File: config.mk
export PLATFORM = sky130hd
export DESIGN_NAME = pulse_beat_detector_core
export DESIGN_NICKNAME = d
export VERILOG_FILES = /design/src/sv/pbd_pkg.sv /design/src/sv/pulse_beat_detector_core.sv
export SDC_FILE = /design/constraint.sdc
export NUM_CORES = 2
export LEC_CHECK = 0
export BUFFER_PORTS_ARGS = -buffer_cell sky130_fd_sc_hd__buf_2
export CORE_AREA = 2 2 249 251
export CTS_BUF_LIST = sky130_fd_sc_hd__clkbuf_8
export CTS_CLUSTER_DIAMETER = 200
export CTS_CLUSTER_SIZE = 25
export DETAILED_ROUTE_END_ITERATION = 6
export DIE_AREA = 0 0 251 253
export GPL_TIMING_DRIVEN = 0
export PLACE_DENSITY = 0.83
export REMOVE_ABC_BUFFERS = 1
export SYNTH_ARGS = -nofsm -noshare
export SYNTH_HDL_FRONTEND = slang
export SYNTH_SLANG_ARGS = --single-unit
File: constraint.sdc
create_clock -name clk -period 22.7 [get_ports clk]
set_input_delay 3.405 -clock clk [delete_from_list [all_inputs] [get_ports clk]]
set_output_delay 3.405 -clock clk [all_outputs]
set_load 0.01 [all_outputs]
File: src/sv/pbd_pkg.sv
// Shared types and constants of the pulse beat detector.
`timescale 1ns / 1ps
`default_nettype none

package pbd_pkg;

  typedef logic [15:0] ms_t;
  typedef logic [11:0] level_t;
  typedef logic [9:0]  sample_t;

  localparam int CFG_IDX_W  = 3;
  localparam int CFG_DATA_W = 16;

  localparam logic [CFG_IDX_W-1:0] REG_SAMPLE_STEP     = 3'd0;
  localparam logic [CFG_IDX_W-1:0] REG_REFRACTORY_MIN  = 3'd1;
  localparam logic [CFG_IDX_W-1:0] REG_SILENCE_TIMEOUT = 3'd2;
  localparam logic [CFG_IDX_W-1:0] REG_IDLE_LEVEL      = 3'd3;
  localparam logic [CFG_IDX_W-1:0] REG_MINUTE_UNITS    = 3'd4;

  localparam logic [7:0] SAMPLE_STEP_RST     = 8'd2;
  localparam ms_t        REFRACTORY_MIN_RST  = 16'd250;
  localparam ms_t        SILENCE_TIMEOUT_RST = 16'd2500;
  localparam sample_t    IDLE_LEVEL_RST      = 10'd512;
  localparam ms_t        MINUTE_UNITS_RST    = 16'd60000;

  localparam ms_t    BEAT_INTERVAL_RST = 16'd600;
  localparam level_t PEAK_RST          = 12'd0;
  localparam level_t TROUGH_RST        = 12'd512;
  localparam level_t THRESHOLD_RST     = 12'd256;

  // x / 5 == (x * RECIP5) >> RECIP5_SHIFT for every 16-bit x
  localparam logic [15:0] RECIP5       = 16'd52429;
  localparam int          RECIP5_SHIFT = 18;

  localparam int OUT_W = 40;

endpackage

`default_nettype wire

File: src/sv/pulse_beat_detector_core.sv
// Pulse beat detector core: beat detection and BPM estimation per sensor sample.
//
// Input stream s_*: one 10-bit sensor sample per request in s_tdata[9:0].
// Output stream m_*: one result per sample: bpm, sticky bpm_ready, beat_now,
// pulse_high and the last interval, packed in m_tdata.
// Configuration: cfg_wen writes cfg_data to register cfg_index (0 sample_step,
// 1 refractory_min, 2 silence_timeout, 3 idle_level, 4 minute_units); other
// indexes are ignored. Write only while the block is idle.
// A sample without a counted beat passes S_GATE and S_EVAL to S_OUT, which writes
// the output register. A beat that updates the BPM also passes S_MEAN and
// S_DIV_BPM: the mean interval comes from a reciprocal multiply and the one
// restoring divider runs SUM_W steps for minute_units / mean.
// s_tready is high only while no sample is in work, so a new sample is taken
// only once the previous one has left S_OUT; the output register lets the
// next sample in while the previous result still waits.
// A stalled receiver holds m_tdata; a finished sample waits in the last step
// until the output register frees up.
// Reset (rst, synchronous) restores the configuration registers, m_tvalid and the
// detector state to their defaults and holds s_tready low; the interval history
// needs no clearing, it is seeded on the second beat before any read.
`timescale 1ns / 1ps
`default_nettype none

module pulse_beat_detector_core
  import pbd_pkg::*;
#(
  parameter int HISTORY_DEPTH = 10
) (
  input  wire logic                  clk,
  input  wire logic                  rst,
  input  wire logic                  cfg_wen,
  input  wire logic [CFG_IDX_W-1:0]  cfg_index,
  input  wire logic [CFG_DATA_W-1:0] cfg_data,
  input  wire logic                  s_tvalid,
  output logic                       s_tready,
  input  wire logic [15:0]           s_tdata,   // [9:0] sample, [15:10] zero
  output logic                       m_tvalid,
  input  wire logic                  m_tready,
  output logic [OUT_W-1:0]           m_tdata    // [15:0] bpm, [16] bpm_ready,
                                                // [17] beat_now, [18] pulse_high,
                                                // [34:19] interval_ms, [39:35] zero
);

  localparam int SUM_W = $clog2(HISTORY_DEPTH * 65535 + 1);
  localparam int CNT_W = $clog2(SUM_W + 1);
  localparam logic [SUM_W-1:0] DEPTH_SUM = SUM_W'(HISTORY_DEPTH);
  localparam logic [CNT_W-1:0] DIV_LAST  = CNT_W'(SUM_W - 1);
  // sum / HISTORY_DEPTH == (sum * MEAN_MUL) >> MEAN_SH for every SUM_W-bit sum
  localparam int     MEAN_SH    = SUM_W + $clog2(HISTORY_DEPTH);
  localparam longint MEAN_RECIP = ((longint'(1) << MEAN_SH) + longint'(HISTORY_DEPTH) - 1)
                                  / longint'(HISTORY_DEPTH);
  localparam logic [SUM_W:0] MEAN_MUL = (SUM_W+1)'(MEAN_RECIP);

  typedef enum logic [2:0] {
    S_IDLE,
    S_GATE,
    S_EVAL,
    S_MEAN,
    S_DIV_BPM,
    S_OUT
  } state_t;

  state_t state;

  logic [7:0] sample_step;
  ms_t        refractory_min;
  ms_t        silence_timeout;
  sample_t    idle_level;
  ms_t        minute_units;

  ms_t        elapsed;
  ms_t        beat_interval;
  ms_t        hist [HISTORY_DEPTH];
  logic [SUM_W-1:0] hist_sum;
  level_t     peak_level;
  level_t     trough_level;
  level_t     threshold;
  logic       pulse_flag;
  logic       first_beat;
  logic       second_beat;
  ms_t        bpm_value;
  logic       ready_flag;

  sample_t    sample_r;
  ms_t        n_r;
  logic [13:0] q5;
  logic       beat_r;

  logic [16:0]      div_rem;
  logic [SUM_W-1:0] div_quo;
  ms_t              div_den;
  logic [CNT_W-1:0] div_cnt;

  logic [16:0]  elapsed_sum;
  ms_t          n_next;
  logic [31:0]  recip_prod;
  ms_t          gate;
  level_t       s_ext;
  logic         below_thr;
  logic         above_thr;
  level_t       peak_upd;
  level_t       trough_upd;
  logic         beat_cond;
  logic         timeout;
  logic         fall;
  logic signed [12:0] amp;
  logic signed [12:0] amp_half;
  logic [12:0]  new_thr;
  logic [SUM_W-1:0] hist_sum_next;
  logic         first_hit;
  logic         pulse_eval;
  logic         first_eval;
  logic         second_eval;
  ms_t          elapsed_eval;
  level_t       peak_eval;
  level_t       trough_eval;
  level_t       thr_eval;
  logic [2*SUM_W:0] mean_prod;
  ms_t          mean_val;
  logic [16:0]  div_trial;
  logic         div_ge;
  logic [16:0]  div_rem_next;
  logic [SUM_W-1:0] div_quo_next;

  assign s_tready = (state == S_IDLE) && !rst;

  always_comb begin
    elapsed_sum = {1'b0, elapsed} + {9'b0, sample_step};
    n_next      = elapsed_sum[16] ? 16'hFFFF : elapsed_sum[15:0];
    recip_prod  = beat_interval * RECIP5;
    gate        = {2'b0, q5} + {1'b0, q5, 1'b0};
    s_ext       = {2'b0, sample_r};
    below_thr   = s_ext < threshold;
    above_thr   = s_ext > threshold;
    trough_upd  = (below_thr && (n_r > gate) && (s_ext < trough_level)) ? s_ext : trough_level;
    peak_upd    = (above_thr && (s_ext > peak_level)) ? s_ext : peak_level;
    beat_cond   = (n_r > refractory_min) && above_thr && !pulse_flag && (n_r > gate);
    timeout     = n_r > silence_timeout;
    fall        = below_thr && pulse_flag;
    amp         = $signed({1'b0, peak_upd}) - $signed({1'b0, trough_upd});
    // halve with truncation toward zero
    amp_half    = (amp + $signed({12'b0, amp[12]})) >>> 1;
    new_thr     = {1'b0, trough_upd} + 13'(amp_half);
    hist_sum_next = second_beat ? (SUM_W'(n_r) * DEPTH_SUM)
                                : (hist_sum - SUM_W'(hist[0]) + SUM_W'(n_r));
  end

  // detector state after one sample; a first beat takes precedence over the timeout
  always_comb begin
    first_hit    = beat_cond && first_beat;
    elapsed_eval = (beat_cond || timeout) ? '0 : n_r;
    pulse_eval   = beat_cond ? 1'b1 : (fall ? 1'b0 : pulse_flag);
    first_eval   = first_hit ? 1'b0 : (timeout ? 1'b1 : first_beat);
    second_eval  = first_hit ? 1'b1 : ((beat_cond || timeout) ? 1'b0 : second_beat);
    peak_eval    = peak_upd;
    trough_eval  = trough_upd;
    thr_eval     = threshold;
    if (fall) begin
      peak_eval   = new_thr[11:0];
      trough_eval = new_thr[11:0];
      thr_eval    = new_thr[11:0];
    end
    if (timeout && !first_hit) begin
      peak_eval   = {2'b0, idle_level};
      trough_eval = {2'b0, idle_level};
      thr_eval    = {2'b0, idle_level};
    end
  end

  always_comb begin
    mean_prod = hist_sum * MEAN_MUL;
    mean_val  = mean_prod[MEAN_SH +: 16];
  end

  // restoring divider step; a zero divisor yields all ones
  always_comb begin
    div_trial    = {div_rem[15:0], div_quo[SUM_W-1]};
    div_ge       = div_trial >= {1'b0, div_den};
    div_rem_next = div_ge ? (div_trial - {1'b0, div_den}) : div_trial;
    div_quo_next = {div_quo[SUM_W-2:0], div_ge};
  end

  always_ff @(posedge clk) begin
    if ((state == S_EVAL) && beat_cond && !first_beat) begin
      for (int k = 0; k < HISTORY_DEPTH - 1; k++) begin
        hist[k] <= second_beat ? n_r : hist[k+1];
      end
      hist[HISTORY_DEPTH-1] <= n_r;
    end
  end

  always_ff @(posedge clk) begin
    if (rst) begin
      state           <= S_IDLE;
      sample_step     <= SAMPLE_STEP_RST;
      refractory_min  <= REFRACTORY_MIN_RST;
      silence_timeout <= SILENCE_TIMEOUT_RST;
      idle_level      <= IDLE_LEVEL_RST;
      minute_units    <= MINUTE_UNITS_RST;
      elapsed         <= '0;
      beat_interval   <= BEAT_INTERVAL_RST;
      peak_level      <= PEAK_RST;
      trough_level    <= TROUGH_RST;
      threshold       <= THRESHOLD_RST;
      pulse_flag      <= 1'b0;
      first_beat      <= 1'b1;
      second_beat     <= 1'b0;
      bpm_value       <= '0;
      ready_flag      <= 1'b0;
      m_tvalid        <= 1'b0;
      div_cnt         <= '0;
    end else begin
      if (cfg_wen) begin
        unique case (cfg_index)
          REG_SAMPLE_STEP:     sample_step     <= cfg_data[7:0];
          REG_REFRACTORY_MIN:  refractory_min  <= cfg_data;
          REG_SILENCE_TIMEOUT: silence_timeout <= cfg_data;
          REG_IDLE_LEVEL:      idle_level      <= cfg_data[9:0];
          REG_MINUTE_UNITS:    minute_units    <= cfg_data;
          default: ;
        endcase
      end

      if (m_tvalid && m_tready && (state != S_OUT)) begin
        m_tvalid <= 1'b0;
      end

      unique case (state)
        S_IDLE: begin
          if (s_tvalid) begin
            sample_r <= s_tdata[9:0];
            n_r      <= n_next;
            state    <= S_GATE;
          end
        end
        S_GATE: begin
          q5    <= recip_prod[RECIP5_SHIFT +: 14];
          state <= S_EVAL;
        end
        S_EVAL: begin
          beat_r       <= beat_cond;
          peak_level   <= peak_eval;
          trough_level <= trough_eval;
          threshold    <= thr_eval;
          elapsed      <= elapsed_eval;
          pulse_flag   <= pulse_eval;
          first_beat   <= first_eval;
          second_beat  <= second_eval;
          if (beat_cond) begin
            beat_interval <= n_r;
          end
          if (beat_cond && !first_beat) begin
            hist_sum <= hist_sum_next;
            state    <= S_MEAN;
          end else begin
            state <= S_OUT;
          end
        end
        S_MEAN: begin
          div_quo <= SUM_W'(minute_units);
          div_den <= mean_val;
          div_rem <= '0;
          div_cnt <= '0;
          state   <= S_DIV_BPM;
        end
        S_DIV_BPM: begin
          div_rem <= div_rem_next;
          div_quo <= div_quo_next;
          if (div_cnt == DIV_LAST) begin
            bpm_value  <= div_quo_next[15:0];
            ready_flag <= 1'b1;
            div_cnt    <= '0;
            state      <= S_OUT;
          end else begin
            div_cnt <= div_cnt + 1'b1;
          end
        end
        S_OUT: begin
          if (!m_tvalid || m_tready) begin
            m_tvalid <= 1'b1;
            m_tdata  <= {5'b0, beat_interval, pulse_flag, beat_r, ready_flag, bpm_value};
            state    <= S_IDLE;
          end
        end
        default: state <= S_IDLE;
      endcase
    end
  end

`ifndef SYNTHESIS
  a_ready_sticky: assert property (@(posedge clk) disable iff (rst)
    ready_flag |=> ready_flag)
    else $error("bpm ready flag dropped");

  a_beat_flags: assert property (@(posedge clk) disable iff (rst)
    !(first_beat && second_beat))
    else $error("first and second beat both pending");

  a_beat_restart: assert property (@(posedge clk) disable iff (rst)
    (state == S_EVAL) && beat_cond |=> (elapsed == 16'd0) && pulse_flag)
    else $error("beat did not restart elapsed time");

  a_beat_pulse: assert property (@(posedge clk) disable iff (rst)
    m_tvalid && m_tdata[17] |-> m_tdata[18])
    else $error("beat reported without pulse high");
`endif

endmodule

`default_nettype wire
==> results.txt <==
Final net count = 4492
Vias = 25600
Syn Std Cell Area = 36200 µm²
Worst-path clk slew = 0.15 ns
Ys Warns = 0
GRT Overall Usage = 24.5%
Clock Skews = 0.0738 ns
Die H = 253 µm
Length of the first detailed-routing pass in iterations = 6
Mapped Cells = 3685
Initial antenna violation count = 4
Max Cap Viol = 0
Post-synthesis sequential area ratio = 34.6%
Static leakage = 17.5 nW
Asr flop ratio synth = 0%
Synth Area in XOR/XNOR = 2.66%
Hold Buf Count CTS = 0
Final-report max-slew violation count = 0
Area contributors post-synth = edfxtp_1 26%, ha_1 17%, fa_1 13%, dfxtp_1 9.0%, inv_1 7.4%
Share of cells above drive strength 1 = 4.73%
Number of global-route vias before repair = 25700
Post-Place Cells = 4472
Most frequent CP cell = a21oi_1
Tightest Pin Transition = 1.35 ns
Crit end category = register
Kind of critical path = register to register
EDFF count, synth = 308
Post-synthesis mux area share = 1.08%
Yosys top cell by area = edfxtp_1
Finish-stage setup viols = 0
Initial DRC Count = 1914
TNS Setup = 0 ns
Synthesized-area fraction occupied by adder cells = 30.9%
Number of port buffers = 70
Hold path depth = 0
Critical Path Fanout Max = 14
Clk buf depth = 3
Reg2reg path depth = 43
Post-synth top area share = 25.6%
Outcome = completed
Worst path max stage delay = 0.82 ns
Final Hold Viols = 0
Worst endpoint required time = 23.24 ns
Synth Area in Compound Gates = 12.4%
Relative slew slack = 9.59%
Crit path DAT = 11.89 ns
Post-Synth Simple-Gate Area = 9.81%
Post-CTS Setup Bufs = 0
Num Clock Sinks = 471
Area Overhead vs Synth = 4.87%
Initial Utilization = 59.2%
Post-Layout Cell Count = 4517
Full die area = 63500 µm²
Pwr Density = 44.6 nW/µm²
CP max stage cell = nor2_1
I/O Pins = 82
Placer Congestion = 0.922
Clock latency on the worst-skew pair = 0.68 ns
Yosys cell types = 95
Startpoint Class = register
Resize count post-CTS = 0
Post-DP HPWL = 59.5 mm
Hold WC Path Type = register to register
CTS tree = built
Final ANT Viol Nets = 0
TritonCTS Buffers = 22
Htree depth = 1
Row Count = 91
Core Box Area = 61000 µm²
Peak supply drop = 0.0399 mV
DRC = 0
Yosys reg bits = 471
Fin crit period = 11.35 ns
Largest family of logic cells by synthesized area = adder cells
Commonest non-fill, non-tap cell in the layout = inv_1
Mapped Avg Cell Area = 9.81 µm²
Root Buffer = clkbuf_8
Max Clk Rate = 0.0881 GHz
Pin count of the biggest net entering global routing = 98
Most used DFF post-synth = edfxtp_1
Commonest cells after routing, fill and taps aside = 727 x inv_1, 505 x ha_1, 340 x nand2_1, 308 x edfxtp_1, 241 x fa_1
Total power = 1.69 mW
Drt wl/cell = 17.1 µm
Final Cycle Share = 50.0%
Wire length of the first global-routing pass = 126 mm
Global route overflow = 0
Vias/cell = 5.67
WL final = 77.2 mm
Die X = 251 µm
Unrepaired setup endpoints after global routing = false
[critical path: cells and delay by family, from the launching register on]
| family | cells | cell delay (ns) |
|---|---|---|
| buffers and inverters | 1 | 0.31 |
| adders and majority gates | 4 | 1.51 |
| and+or+nand+nor | 12 | 2.60 |
| DFF | 1 | 0.48 |
| AOI/OAI and AO/OA | 24 | 5.98 |
| xor gates and xnor gates | 2 | 0.35 |
[sequential cells by signal (all words and copies together) (netlist names), 14 cells and up]
signal,flops
minute_units,16
m_tdata,35
bpm_value,16
beat_interval,16
refractory_min,16
q5,14
elapsed,16
hist,160
hist_sum,20
n_r,16
div_quo,20
div_rem,16
div_den,16
silence_timeout,16
[synthesized netlist by cell type (13+ instances only)]
cell      count
o21bai_1     20
a211o_1      19
a21o_1       39
fa_1        241
a21oi_1     210
nor2_1      194
xnor2_1      83
inv_1       711
dfxtp_1     163
nor2b_1      31
nand2_1     341
o21a_1       26
and3_1       16
a21boi_0     14
nand4_1      24
ha_1        505
and2_1       14
a211oi_1     14
mux2i_1      39
nand3_1      43
o21ai_0     236
clkbuf_1     83
nor3_1       48
a22oi_1      24
edfxtp_1    308
xor2_1       23
nand2b_1     23
o31ai_1      13
[path summary, 6_finish.rpt]
kind	from	endpoint	slack (ns)
max	q5[1]	peak_level[7]	11.35
min	bpm_value[2]	m_tdata[2]	0.45
max reg2reg	q5[1]	peak_level[7]	11.35
min reg2reg	bpm_value[2]	m_tdata[2]	0.45
[logic make-up after synthesis]
group,count (synthesis)
and+or+nand+nor,782
AOI/OAI and AO/OA,724
buffers and inverters,812
other,1
DFF,471
xor gates and xnor gates,108
adders and majority gates,748
muxes,39
[metal layers]
layer | wire, µm | track usage [%] | vias to the layer above
met4 | 2170 | 7.31 | 0
met5 | 0 | 0 | -
met1 | 33200 | 32.2 | 12400
li1 | - | - | 12400
met3 | 4360 | 2.83 | 146
met2 | 37500 | 42.8 | 701
[where the power goes]
group	internal [mW]	total, mW	switching (mW)
Sequential	0.923	0.939	0.0167
Clock	0.105	0.363	0.259
Combinational	0.153	0.388	0.235
Total	1.18	1.69	0.510
[area by class of cell]
cell class | count | area (µm²)
repair buffers | 92 | 691
inverters | 713 | 2680
well taps | 790 | 988
flip-flops and latches | 471 | 12500
multi-input cells | 2406 | 20600
clock inverters | 18 | 98.8
clock buffers | 22 | 303
fillers | 4778 | 23100
diodes | 5 | 12.5
[metrics by stage]
stage                     util, %  hold slack, ns  setup WS, ns  instance area, µm²
after floorplan                 -           0.400          8.43               35800
after global placement       60.8           0.408          4.42               37100
after detailed placement     61.4           0.415         11.52               37500
after CTS                    62.1           0.447         11.52               37900
after global routing         62.1           0.456         10.41               37900
final                        62.1           0.446         11.35               37900
(Power assumes the default switching activity.)
